<file path="config.mk">
export PLATFORM = sky130hd
export DESIGN_NAME = address_pool_allocator_flat
export DESIGN_NICKNAME = d
export VERILOG_FILES = /design/src/rtl/apa_pkg.sv /design/src/rtl/apa_if.sv /design/src/rtl/apa_ctrl.sv /design/src/rtl/apa_dpath.sv /design/src/rtl/address_pool_allocator.sv /design/src/flat_wrapper.sv
export SDC_FILE = /design/constraint.sdc
export NUM_CORES = 1
export LEC_CHECK = 0
export ABC_AREA = 1
export BUFFER_PORTS_ARGS = -buffer_cell sky130_fd_sc_hd__buf_2
export CORE_UTILIZATION = 40
export CTS_CLUSTER_DIAMETER = 30
export CTS_CLUSTER_SIZE = 10
export DETAILED_ROUTE_END_ITERATION = 10
export SYNTH_ARGS = -nofsm -noshare
export SYNTH_HDL_FRONTEND = slang
export SYNTH_SLANG_ARGS = --single-unit
</file>
<file path="constraint.sdc">
create_clock -name clk -period 15.6 [get_ports clk]
set_input_delay 4.68 -clock clk [delete_from_list [all_inputs] [get_ports clk]]
set_output_delay 4.68 -clock clk [all_outputs]
set_load 0.01 [all_outputs]
</file>
<file path="src/rtl/apa_pkg.sv">
`timescale 1ns / 1ps
// ----------------------------------------------------------------------------
// apa_pkg
// Shared types and constants of the address pool allocator.
// ----------------------------------------------------------------------------
package apa_pkg;

  localparam int DEFAULT_NET_BYTES = 3;
  localparam int BITS_PER_BYTE     = 8;
  localparam int ADDR_W            = 32;
  localparam int COUNT_W           = 9;

  typedef enum logic {
    OP_ALLOC = 1'b0,
    OP_FREE  = 1'b1
  } opcode_t;

  typedef enum logic [1:0] {
    RS_OK        = 2'd0,
    RS_FAIL      = 2'd1,
    RS_NOT_AVAIL = 2'd2,
    RS_WRONG_NET = 2'd3
  } rsp_status_t;

  typedef enum logic [3:0] {
    ST_INIT,
    ST_IDLE,
    ST_DESC_RD,
    ST_DESC_EV,
    ST_BACK,
    ST_FREE_RD,
    ST_FREE_EV,
    ST_FIX_RD,
    ST_FIX_EV,
    ST_DONE
  } state_t;

  typedef enum logic [3:0] {
    CMD_NONE,
    CMD_INIT,
    CMD_START,
    CMD_DESC_RD,
    CMD_DESC_EV,
    CMD_BACK,
    CMD_FREE_RD,
    CMD_FREE_EV,
    CMD_FIX_RD,
    CMD_FIX_EV,
    CMD_LOAD_OUT
  } cmd_t;

  typedef struct packed {
    logic init_last;
    logic early;
    logic is_free;
    logic rd_full;
    logic at_leaf;
    logic at_root;
    logic is_left;
    logic out_free;
  } dp_stat_t;

endpackage

</file>
<file path="src/rtl/apa_if.sv">
`timescale 1ns / 1ps
// ----------------------------------------------------------------------------
// apa_if
// Request and response channels of the address pool allocator.
// ----------------------------------------------------------------------------
interface apa_req_if;
  logic        valid;
  logic        ready;
  logic        opcode;
  logic        use_request;
  logic [31:0] requested_address;

  modport source (output valid, opcode, use_request, requested_address, input ready);
  modport sink (input valid, opcode, use_request, requested_address, output ready);
endinterface

interface apa_rsp_if;
  logic        valid;
  logic        ready;
  logic [1:0]  status;
  logic [31:0] granted_address;
  logic [8:0]  free_count;

  modport source (output valid, status, granted_address, free_count, input ready);
  modport sink (input valid, status, granted_address, free_count, output ready);
endinterface

</file>
<file path="src/rtl/apa_ctrl.sv">
`timescale 1ns / 1ps
// ----------------------------------------------------------------------------
// apa_ctrl
// Sequencer for clearing pass, tree descent, backtrack and ancestor update.
// ----------------------------------------------------------------------------
module apa_ctrl (
  input  logic              clk,
  input  logic              rst,
  input  logic              req_valid,
  output logic              req_ready,
  input  apa_pkg::dp_stat_t stat,
  output apa_pkg::cmd_t     cmd
);

  apa_pkg::state_t state, state_next;

  always_ff @(posedge clk) begin
    if (rst) begin
      state <= apa_pkg::ST_INIT;
    end else begin
      state <= state_next;
    end
  end

  always_comb begin
    state_next = state;
    cmd        = apa_pkg::CMD_NONE;
    req_ready  = 1'b0;
    unique case (state)
      apa_pkg::ST_INIT: begin
        cmd = apa_pkg::CMD_INIT;
        if (stat.init_last) state_next = apa_pkg::ST_IDLE;
      end
      apa_pkg::ST_IDLE: begin
        req_ready = 1'b1;
        if (req_valid) begin
          cmd = apa_pkg::CMD_START;
          if (stat.early) state_next = apa_pkg::ST_DONE;
          else if (stat.is_free) state_next = apa_pkg::ST_FREE_RD;
          else state_next = apa_pkg::ST_DESC_RD;
        end
      end
      apa_pkg::ST_DESC_RD: begin
        cmd        = apa_pkg::CMD_DESC_RD;
        state_next = apa_pkg::ST_DESC_EV;
      end
      apa_pkg::ST_DESC_EV: begin
        cmd = apa_pkg::CMD_DESC_EV;
        if (stat.rd_full) state_next = apa_pkg::ST_BACK;
        else if (stat.at_leaf) state_next = apa_pkg::ST_FIX_RD;
        else state_next = apa_pkg::ST_DESC_RD;
      end
      apa_pkg::ST_BACK: begin
        cmd = apa_pkg::CMD_BACK;
        if (stat.at_root) state_next = apa_pkg::ST_DONE;
        else if (stat.is_left) state_next = apa_pkg::ST_DESC_RD;
      end
      apa_pkg::ST_FREE_RD: begin
        cmd        = apa_pkg::CMD_FREE_RD;
        state_next = apa_pkg::ST_FREE_EV;
      end
      apa_pkg::ST_FREE_EV: begin
        cmd        = apa_pkg::CMD_FREE_EV;
        state_next = stat.rd_full ? apa_pkg::ST_FIX_RD : apa_pkg::ST_DONE;
      end
      apa_pkg::ST_FIX_RD: begin
        cmd        = apa_pkg::CMD_FIX_RD;
        state_next = stat.at_root ? apa_pkg::ST_DONE : apa_pkg::ST_FIX_EV;
      end
      apa_pkg::ST_FIX_EV: begin
        cmd        = apa_pkg::CMD_FIX_EV;
        state_next = apa_pkg::ST_FIX_RD;
      end
      apa_pkg::ST_DONE: begin
        if (stat.out_free) begin
          cmd        = apa_pkg::CMD_LOAD_OUT;
          state_next = apa_pkg::ST_IDLE;
        end
      end
      default: state_next = apa_pkg::ST_INIT;
    endcase
  end

endmodule

</file>
<file path="src/rtl/apa_dpath.sv">
`timescale 1ns / 1ps
// ----------------------------------------------------------------------------
// apa_dpath
// Full-flag tree memory, walk registers, free count and output register.
// ----------------------------------------------------------------------------
module apa_dpath #(
  parameter int NET_BYTES = apa_pkg::DEFAULT_NET_BYTES
) (
  input  logic              clk,
  input  logic              rst,
  input  apa_pkg::cmd_t     cmd,
  output apa_pkg::dp_stat_t stat,
  input  logic              cfg_we,
  input  logic [31:0]       cfg_data,
  input  logic              in_opcode,
  input  logic              in_use_request,
  input  logic [31:0]       in_address,
  output logic              out_valid,
  input  logic              out_ready,
  output logic [1:0]        out_status,
  output logic [31:0]       out_granted,
  output logic [8:0]        out_count
);

  localparam int HOST_BITS = (4 - NET_BYTES) * apa_pkg::BITS_PER_BYTE;
  localparam int NODE_W    = HOST_BITS + 1;
  localparam int LVL_W     = $clog2(HOST_BITS + 1);
  localparam int CNT_W     = HOST_BITS + 1;
  localparam int TREE_SIZE = 2 << HOST_BITS;
  localparam logic [NODE_W-1:0] LEAF_BASE = NODE_W'(1) << HOST_BITS;
  localparam logic [NODE_W-1:0] ROOT      = NODE_W'(1);
  localparam logic [31:0] HOST_MASK = (32'd1 << HOST_BITS) - 32'd1;
  localparam logic [31:0] NET_MASK  = ~HOST_MASK;
  localparam logic [CNT_W-1:0] FREE_AT_RESET = CNT_W'((1 << HOST_BITS) - 3);

  logic                 mem [TREE_SIZE];
  logic                 rdata;
  logic                 we;
  logic [NODE_W-1:0]    wa;
  logic                 wd;
  logic [NODE_W-1:0]    rd_addr;

  logic [31:0]          prefix;
  logic [NODE_W-1:0]    init_ptr;
  logic [NODE_W-1:0]    node;
  logic [LVL_W-1:0]     lvl;
  logic [HOST_BITS-1:0] want;
  logic                 fill_v;
  logic [1:0]           res_status;
  logic [31:0]          granted;
  logic [CNT_W-1:0]     count;

  logic [31:0]          pre;
  logic                 net_ok;
  logic                 reserved;
  logic [1:0]           chk_status;
  logic                 want_bit;
  logic [HOST_BITS-1:0] want_skip;
  logic                 init_val;
  logic [CNT_W+8:0]     count_wide;

  assign pre      = prefix & NET_MASK;
  assign net_ok   = (in_address & pre) == pre;
  assign reserved = (in_address == pre) || (in_address == (pre | HOST_MASK)) ||
                    (in_address == (pre | (HOST_MASK - 32'd1)));

  always_comb begin
    chk_status = apa_pkg::RS_OK;
    if (in_opcode == apa_pkg::OP_FREE) begin
      if (reserved) chk_status = apa_pkg::RS_FAIL;
      else if (!net_ok) chk_status = apa_pkg::RS_WRONG_NET;
    end else if (in_use_request && !net_ok) begin
      chk_status = apa_pkg::RS_WRONG_NET;
    end
  end

  // bit of the wanted host that picks the child below the current node
  always_comb begin
    want_bit  = 1'b0;
    want_skip = want;
    for (int i = 0; i < HOST_BITS; i++) begin
      if (LVL_W'(i + 1) == lvl) want_bit = want[i];
      if (LVL_W'(i) == lvl) want_skip[i] = 1'b1;
      else if (LVL_W'(i) < lvl) want_skip[i] = 1'b0;
    end
  end

  // reserved leaves and the one parent whose children are both reserved
  assign init_val = (init_ptr == LEAF_BASE) || (init_ptr == LEAF_BASE - NODE_W'(1)) ||
                    (init_ptr == '1) || (init_ptr == ('1 - NODE_W'(1)));

  assign count_wide = {9'd0, count};

  always_comb begin
    stat.init_last = init_ptr == '1;
    stat.early     = chk_status != apa_pkg::RS_OK;
    stat.is_free   = in_opcode == apa_pkg::OP_FREE;
    stat.rd_full   = rdata;
    stat.at_leaf   = lvl == '0;
    stat.at_root   = node == ROOT;
    stat.is_left   = !node[0];
    stat.out_free  = !out_valid || out_ready;
  end

  assign rd_addr = (cmd == apa_pkg::CMD_FIX_RD) ? (node ^ NODE_W'(1)) : node;

  always_comb begin
    we = 1'b0;
    wa = node;
    wd = 1'b0;
    case (cmd)
      apa_pkg::CMD_INIT: begin
        we = 1'b1;
        wa = init_ptr;
        wd = init_val;
      end
      apa_pkg::CMD_DESC_EV: begin
        we = !rdata && (lvl == '0);
        wd = 1'b1;
      end
      apa_pkg::CMD_FREE_EV: begin
        we = rdata;
      end
      apa_pkg::CMD_FIX_EV: begin
        we = 1'b1;
        wa = node >> 1;
        wd = fill_v & rdata;
      end
      default: we = 1'b0;
    endcase
  end

  always_ff @(posedge clk) begin
    rdata <= mem[rd_addr];
    if (we) mem[wa] <= wd;
  end

  always_ff @(posedge clk) begin
    if (rst) begin
      prefix    <= '0;
      init_ptr  <= '0;
      count     <= FREE_AT_RESET;
      out_valid <= 1'b0;
    end else begin
      if (cfg_we) prefix <= cfg_data;
      if (cmd == apa_pkg::CMD_INIT) init_ptr <= init_ptr + NODE_W'(1);
      if (cmd == apa_pkg::CMD_DESC_EV && !rdata && lvl == '0) count <= count - CNT_W'(1);
      if (cmd == apa_pkg::CMD_FREE_EV && rdata) count <= count + CNT_W'(1);
      if (cmd == apa_pkg::CMD_LOAD_OUT) out_valid <= 1'b1;
      else if (out_ready) out_valid <= 1'b0;
    end
  end

  always_ff @(posedge clk) begin
    case (cmd)
      apa_pkg::CMD_START: begin
        res_status <= chk_status;
        granted    <= '0;
        fill_v     <= in_opcode == apa_pkg::OP_ALLOC;
        lvl        <= LVL_W'(HOST_BITS);
        if (in_opcode == apa_pkg::OP_FREE) begin
          node <= {1'b1, in_address[HOST_BITS-1:0]};
        end else begin
          node <= ROOT;
        end
        want <= in_use_request ? in_address[HOST_BITS-1:0] : '0;
      end
      apa_pkg::CMD_DESC_EV: begin
        if (!rdata) begin
          if (lvl == '0) begin
            granted <= pre | {{(32 - HOST_BITS){1'b0}}, node[HOST_BITS-1:0]};
          end else begin
            node <= {node[NODE_W-2:0], want_bit};
            lvl  <= lvl - LVL_W'(1);
          end
        end
      end
      apa_pkg::CMD_BACK: begin
        if (node == ROOT) begin
          res_status <= apa_pkg::RS_NOT_AVAIL;
        end else if (!node[0]) begin
          // retry from the lowest host of the right sibling
          node <= node | NODE_W'(1);
          want <= want_skip;
        end else begin
          node <= node >> 1;
          lvl  <= lvl + LVL_W'(1);
        end
      end
      apa_pkg::CMD_FREE_EV: begin
        if (!rdata) res_status <= apa_pkg::RS_FAIL;
      end
      apa_pkg::CMD_FIX_EV: begin
        fill_v <= fill_v & rdata;
        node   <= node >> 1;
      end
      apa_pkg::CMD_LOAD_OUT: begin
        out_status  <= res_status;
        out_granted <= granted;
        out_count   <= count_wide[8:0];
      end
      default: begin
      end
    endcase
  end

endmodule

</file>
<file path="src/rtl/address_pool_allocator.sv">
`timescale 1ns / 1ps
// ----------------------------------------------------------------------------
// address_pool_allocator
// Hands out and takes back host addresses under one network prefix.
// ----------------------------------------------------------------------------
// Usage: req carries an allocate or free item, rsp returns one result item
// (status, granted address, free count) per request. cfg_we/cfg_data write
// the network prefix; write it only while the block is idle.
// Full flags live in a binary tree memory of 2^(H+1) one-bit nodes, with
// H host bits (8 by default). One item is taken at a time.
// The tree walk reads and then evaluates each node that it visits:
//   allocate: descent from the root to a free leaf, then ancestor update;
//   on a full node the search backs up and re-descends into a right subtree
//   free: leaf check, then ancestor update; a free of a host that is not
//   taken ends after the leaf check; rejected items skip the tree walk
// The next item can be accepted in the cycle after a result is loaded.
// After reset a clearing pass over every tree node loads the reserved
// hosts; req.ready stays low during it. Reset also clears the prefix and
// sets the free count to 2^H - 3.
// A finished result sits in an output register; when rsp stalls, the block
// still accepts and works the next item and holds its result until rsp drains.
// ----------------------------------------------------------------------------
module address_pool_allocator #(
  parameter int NET_BYTES = apa_pkg::DEFAULT_NET_BYTES
) (
  input  logic       clk,
  input  logic       rst,
  apa_req_if.sink    req,
  apa_rsp_if.source  rsp,
  input  logic       cfg_we,
  input  logic [31:0] cfg_data
);

  apa_pkg::cmd_t     cmd;
  apa_pkg::dp_stat_t stat;

  apa_ctrl u_ctrl (
    .clk       (clk),
    .rst       (rst),
    .req_valid (req.valid),
    .req_ready (req.ready),
    .stat      (stat),
    .cmd       (cmd)
  );

  apa_dpath #(
    .NET_BYTES (NET_BYTES)
  ) u_dpath (
    .clk            (clk),
    .rst            (rst),
    .cmd            (cmd),
    .stat           (stat),
    .cfg_we         (cfg_we),
    .cfg_data       (cfg_data),
    .in_opcode      (req.opcode),
    .in_use_request (req.use_request),
    .in_address     (req.requested_address),
    .out_valid      (rsp.valid),
    .out_ready      (rsp.ready),
    .out_status     (rsp.status),
    .out_granted    (rsp.granted_address),
    .out_count      (rsp.free_count)
  );

endmodule

</file>
<file path="src/flat_wrapper.sv">
// flat-port wrapper written by rule: the top's interface ports become plain ports
module address_pool_allocator_flat 
#(
  parameter int NET_BYTES = apa_pkg::DEFAULT_NET_BYTES
)
  (clk, rst, cfg_we, cfg_data, req_valid, req_opcode, req_use_request, req_requested_address, req_ready, rsp_valid, rsp_status, rsp_granted_address, rsp_free_count, rsp_ready);
  apa_req_if req_i ();
  apa_rsp_if rsp_i ();
  input  logic clk;
  input  logic rst;
  input  logic cfg_we;
  input  logic [31:0] cfg_data;
  input wire logic [$bits(req_i.valid)-1:0] req_valid;
  input wire logic [$bits(req_i.opcode)-1:0] req_opcode;
  input wire logic [$bits(req_i.use_request)-1:0] req_use_request;
  input wire logic [$bits(req_i.requested_address)-1:0] req_requested_address;
  output wire logic [$bits(req_i.ready)-1:0] req_ready;
  output wire logic [$bits(rsp_i.valid)-1:0] rsp_valid;
  output wire logic [$bits(rsp_i.status)-1:0] rsp_status;
  output wire logic [$bits(rsp_i.granted_address)-1:0] rsp_granted_address;
  output wire logic [$bits(rsp_i.free_count)-1:0] rsp_free_count;
  input wire logic [$bits(rsp_i.ready)-1:0] rsp_ready;
  assign req_i.valid = req_valid;
  assign req_i.opcode = req_opcode;
  assign req_i.use_request = req_use_request;
  assign req_i.requested_address = req_requested_address;
  assign req_ready = req_i.ready;
  assign rsp_valid = rsp_i.valid;
  assign rsp_status = rsp_i.status;
  assign rsp_granted_address = rsp_i.granted_address;
  assign rsp_free_count = rsp_i.free_count;
  assign rsp_i.ready = rsp_ready;
  address_pool_allocator #(.NET_BYTES(NET_BYTES)) u_core (.clk(clk), .rst(rst), .req(req_i), .rsp(rsp_i), .cfg_we(cfg_we), .cfg_data(cfg_data));
endmodule
</file>
==> results.ini <==
[cts]
cts_buffers=139
clk_latency_ps=720
root_buffer=clkbuf_16
cts.sinks=659
cts_tree=built
cts.path.max_buffers=3
clk_pin_slew_ps=50
htree_num_levels=4
postCtsSetupRepairBufs=0
cts_resized=0
cts_hold_buf=0

[global_route]
grt_max_degree=297
grt_pass1_vias=21800
grt_usage_pct=21.1
gr-total-overflow=0
antenna_found_initial=1
grt_pass1_wl_um=126000

[power_and_ir_drop]
power_frac_seq_pct=37.9
combPwrFrac_pct=7.2
clock_power_share_pct=54.9
power_density_mw_per_mm2=141
p_sw_share_pct=24.1
internal_power_w=0.00397
power.switching_w=0.00126
total_power_w=0.00524
power.leakage_nw=14.6
ir_worst_vdd_uv=104

[setup_path]
slowest_stage=dfxtp_1
worstSetupPathType=flop to output port
critPathCapture=req_ready
slowest_delay_ps=420
crit_buf_inv=3
critPathMaxFanout=6
ff2ff_setup_slack_ps=10220
crit_path_end_kind=output port
critPathArrivalTime_ps=1820
critPathTopFamily=flip-flops
cp-startpoint=u_core.u_ctrl.state[0]
reg2reg_depth=18
path_cells=inv_1 -> nor2_1 -> inv_1 -> nor2_1 -> buf_2
cp.required_ps=10920
r2r-end=u_core.u_dpath.rdata
path_depth=5
crit_path_start_kind=flop
r2r-start=u_core.u_ctrl.state[2]

[synthesis]
yosysTopAreaCell=edfxtp_1
synthTopCellsByCount=nor2_1 (649), nand2_1 (634), edfxtp_1 (611)
netlist-cell-type-count=42
synth.cell_area_mm2=0.0313
synthArstFlopShare_pct=0
synth.area.top_cells=edfxtp_1 (59%), nor2_1 (7.8%), nand2_1 (7.6%), nand3_1 (5.1%), inv_1 (4.3%)
ys_ff_latch=659
syn_nets=3450
synth_most_common_cell=nor2_1
yosysWarningCount=0
synth_cells=3339
synth_edf_count=611
ys_seq_area_share_pct=61.7
netlist.area_leader.share_pct=58.7
synth-main-ff-cell=edfxtp_1
synth.avg_cell_area_um2=9.37

[drt]
routedWlPerCell_um=18.4
drtAntennaViolNets=0
drc=0
drt-total-wl_um=83900
dr_total_vias=23500
drt-initial-drc-count=2097
first_pass_iters=5
vias_per_cell=5.16

[timing]
fin_skew_ps=35.9
rsz0062_at_grt=false
final-setup-viol-count=0
fin_crit_ps=6500
postLayoutSetupSlackWorst_ps=9100
fin_setup_tns_ps=0
finalCritPeriodShare_pct=41.6
fmax_ghz=0.154
hold_viol_final=0
worstMarginPinSlew_ps=1550
slew_headroom_pct=-3.54
slew_viol_final=88

[cells_and_area]
seqCellArea_mm2=0.0193
postLayoutCellArea_mm2=0.0372
multi_input_area_mm2=0.00975
diodes=0
layout-drive-gt1-share_pct=11.9
final_nets=3520
area_delta_synth_final_pct=19.0
fillers=7212

[worst_hold_path]
min_from=u_core.u_dpath.granted[15]
hold_path_class=flop to flop
hold_path_depth=0

[placed_design]
port_buffers=107
gp_congestion=0.847
hpwl_um=43000
dpl_worst_slack_ps=8990
placed_area_mm2=0.0326

[die]
io_pins=116
core_mm2=0.0773
die_area_mm2=0.0793
rows=102
initial_core_util_pct=40.4
die_w_um=282
die_h_um=282

[outcome]
status=complete, but fails checks
violations=max-slew violations

[run]
cap_viol_max_count=0

[power groups by stage]
stage	sequential (W)	clock, W	combinational [W]
after floorplan	0.00204	0	0.000220
after global placement	0.00201	0	0.000373
after detailed placement	0.00201	0	0.000374
after CTS	0.00198	0.00292	0.000375
after global routing	0.00198	0.00301	0.000407
final	0.00198	0.00288	0.000376
[flip-flops by register name (all words and copies together) (netlist names)]
register                    cells
u_core.u_dpath.out_count        9
u_core.u_dpath.granted         32
u_core.u_dpath.mem            512
u_core.u_dpath.count            9
u_core.u_dpath.out_valid        1
u_core.u_dpath.node             9
u_core.u_ctrl.state             4
u_core.u_dpath.out_status       2
u_core.u_dpath.fill_v           1
u_core.u_dpath.out_granted     32
u_core.u_dpath.want             8
u_core.u_dpath.rdata            1
u_core.u_dpath.lvl              4
u_core.u_dpath.init_ptr         9
u_core.u_dpath.prefix          24
u_core.u_dpath.res_status       2
[through the flow]
stage	util, %	std cells	hold slack, ps
after detailed placement	42.1	4308	405
after global placement	42.1	4308	400
after global routing	48.1	4560	416
after CTS	48.1	4560	404
final	48.1	4560	408
after floorplan	-	3339	400
[cell type report]
cell class | count | share of cell area (%)
clock buffers | 166 | 9.88
clock inverters | 86 | 2.58
multi-input cells | 2095 | 26.2
well taps | 1040 | 3.50
flip-flops and latches | 659 | 51.9
repair buffers | 143 | 2.20
inverters | 371 | 3.75
[how the worst min path moves through the flow]
stage,to
after global routing,u_core.u_dpath.out_granted[31]
final,u_core.u_dpath.out_granted[15]
after floorplan,u_core.u_dpath.out_granted[0]
after detailed placement,u_core.u_dpath.out_granted[0]
after global placement,u_core.u_dpath.out_granted[15]
after CTS,u_core.u_dpath.out_granted[15]
[placed cells by master, fill, tap and decap left out, types with 4 or more instances in the layout]
cell        Yosys  layout
bufinv_16       0      15
clkinv_1        1      20
clkinv_2        0      25
o211ai_1       18      18
or2_2           9       9
edfxtp_1      611     611
nor4_1          9       9
dfxtp_1        48      48
o22ai_1        11      11
clkbuf_16       0     143
a21oi_1       130     128
nand3_1       316     315
buf_4           1      35
clkinv_4        0       5
o21ai_0       124     124
nand2_2        10      25
nand2_1       634     617
inv_2           8       7
inv_1         362     362
ha_1           39      39
clkbuf_1       93      22
inv_6           0       7
nor2_2          6       6
nand3b_1       86      86
clkinvlp_4      0       7
buf_2          94     107
nor3_2          4       4
clkinv_8        0       4
nor2_1        649     647
nand4_1        12      12
nor3_1         11      11
[layer usage]
metal	vias to the layer above	wire length (µm)	track usage (%)
li1	11200	-	-
met1	11300	35400	27.4
met2	861	39500	34.4
met3	159	6670	4.53
met4	2	2320	8.18
met5	-	10	0
[cell families after synthesis]
| group | count (synthesis) | share of synthesized area [%] |
|---|---|---|
| AOI/OAI and AO/OA | 299 | 5.21 |
| xor gates and xnor gates | 4 | 0.112 |
| adders and majority gates | 40 | 1.62 |
| buffers and inverters | 585 | 7.41 |
| DFF | 659 | 61.7 |
| and+or+nand+nor | 1752 | 23.9 |
(Power assumes the default switching activity.)
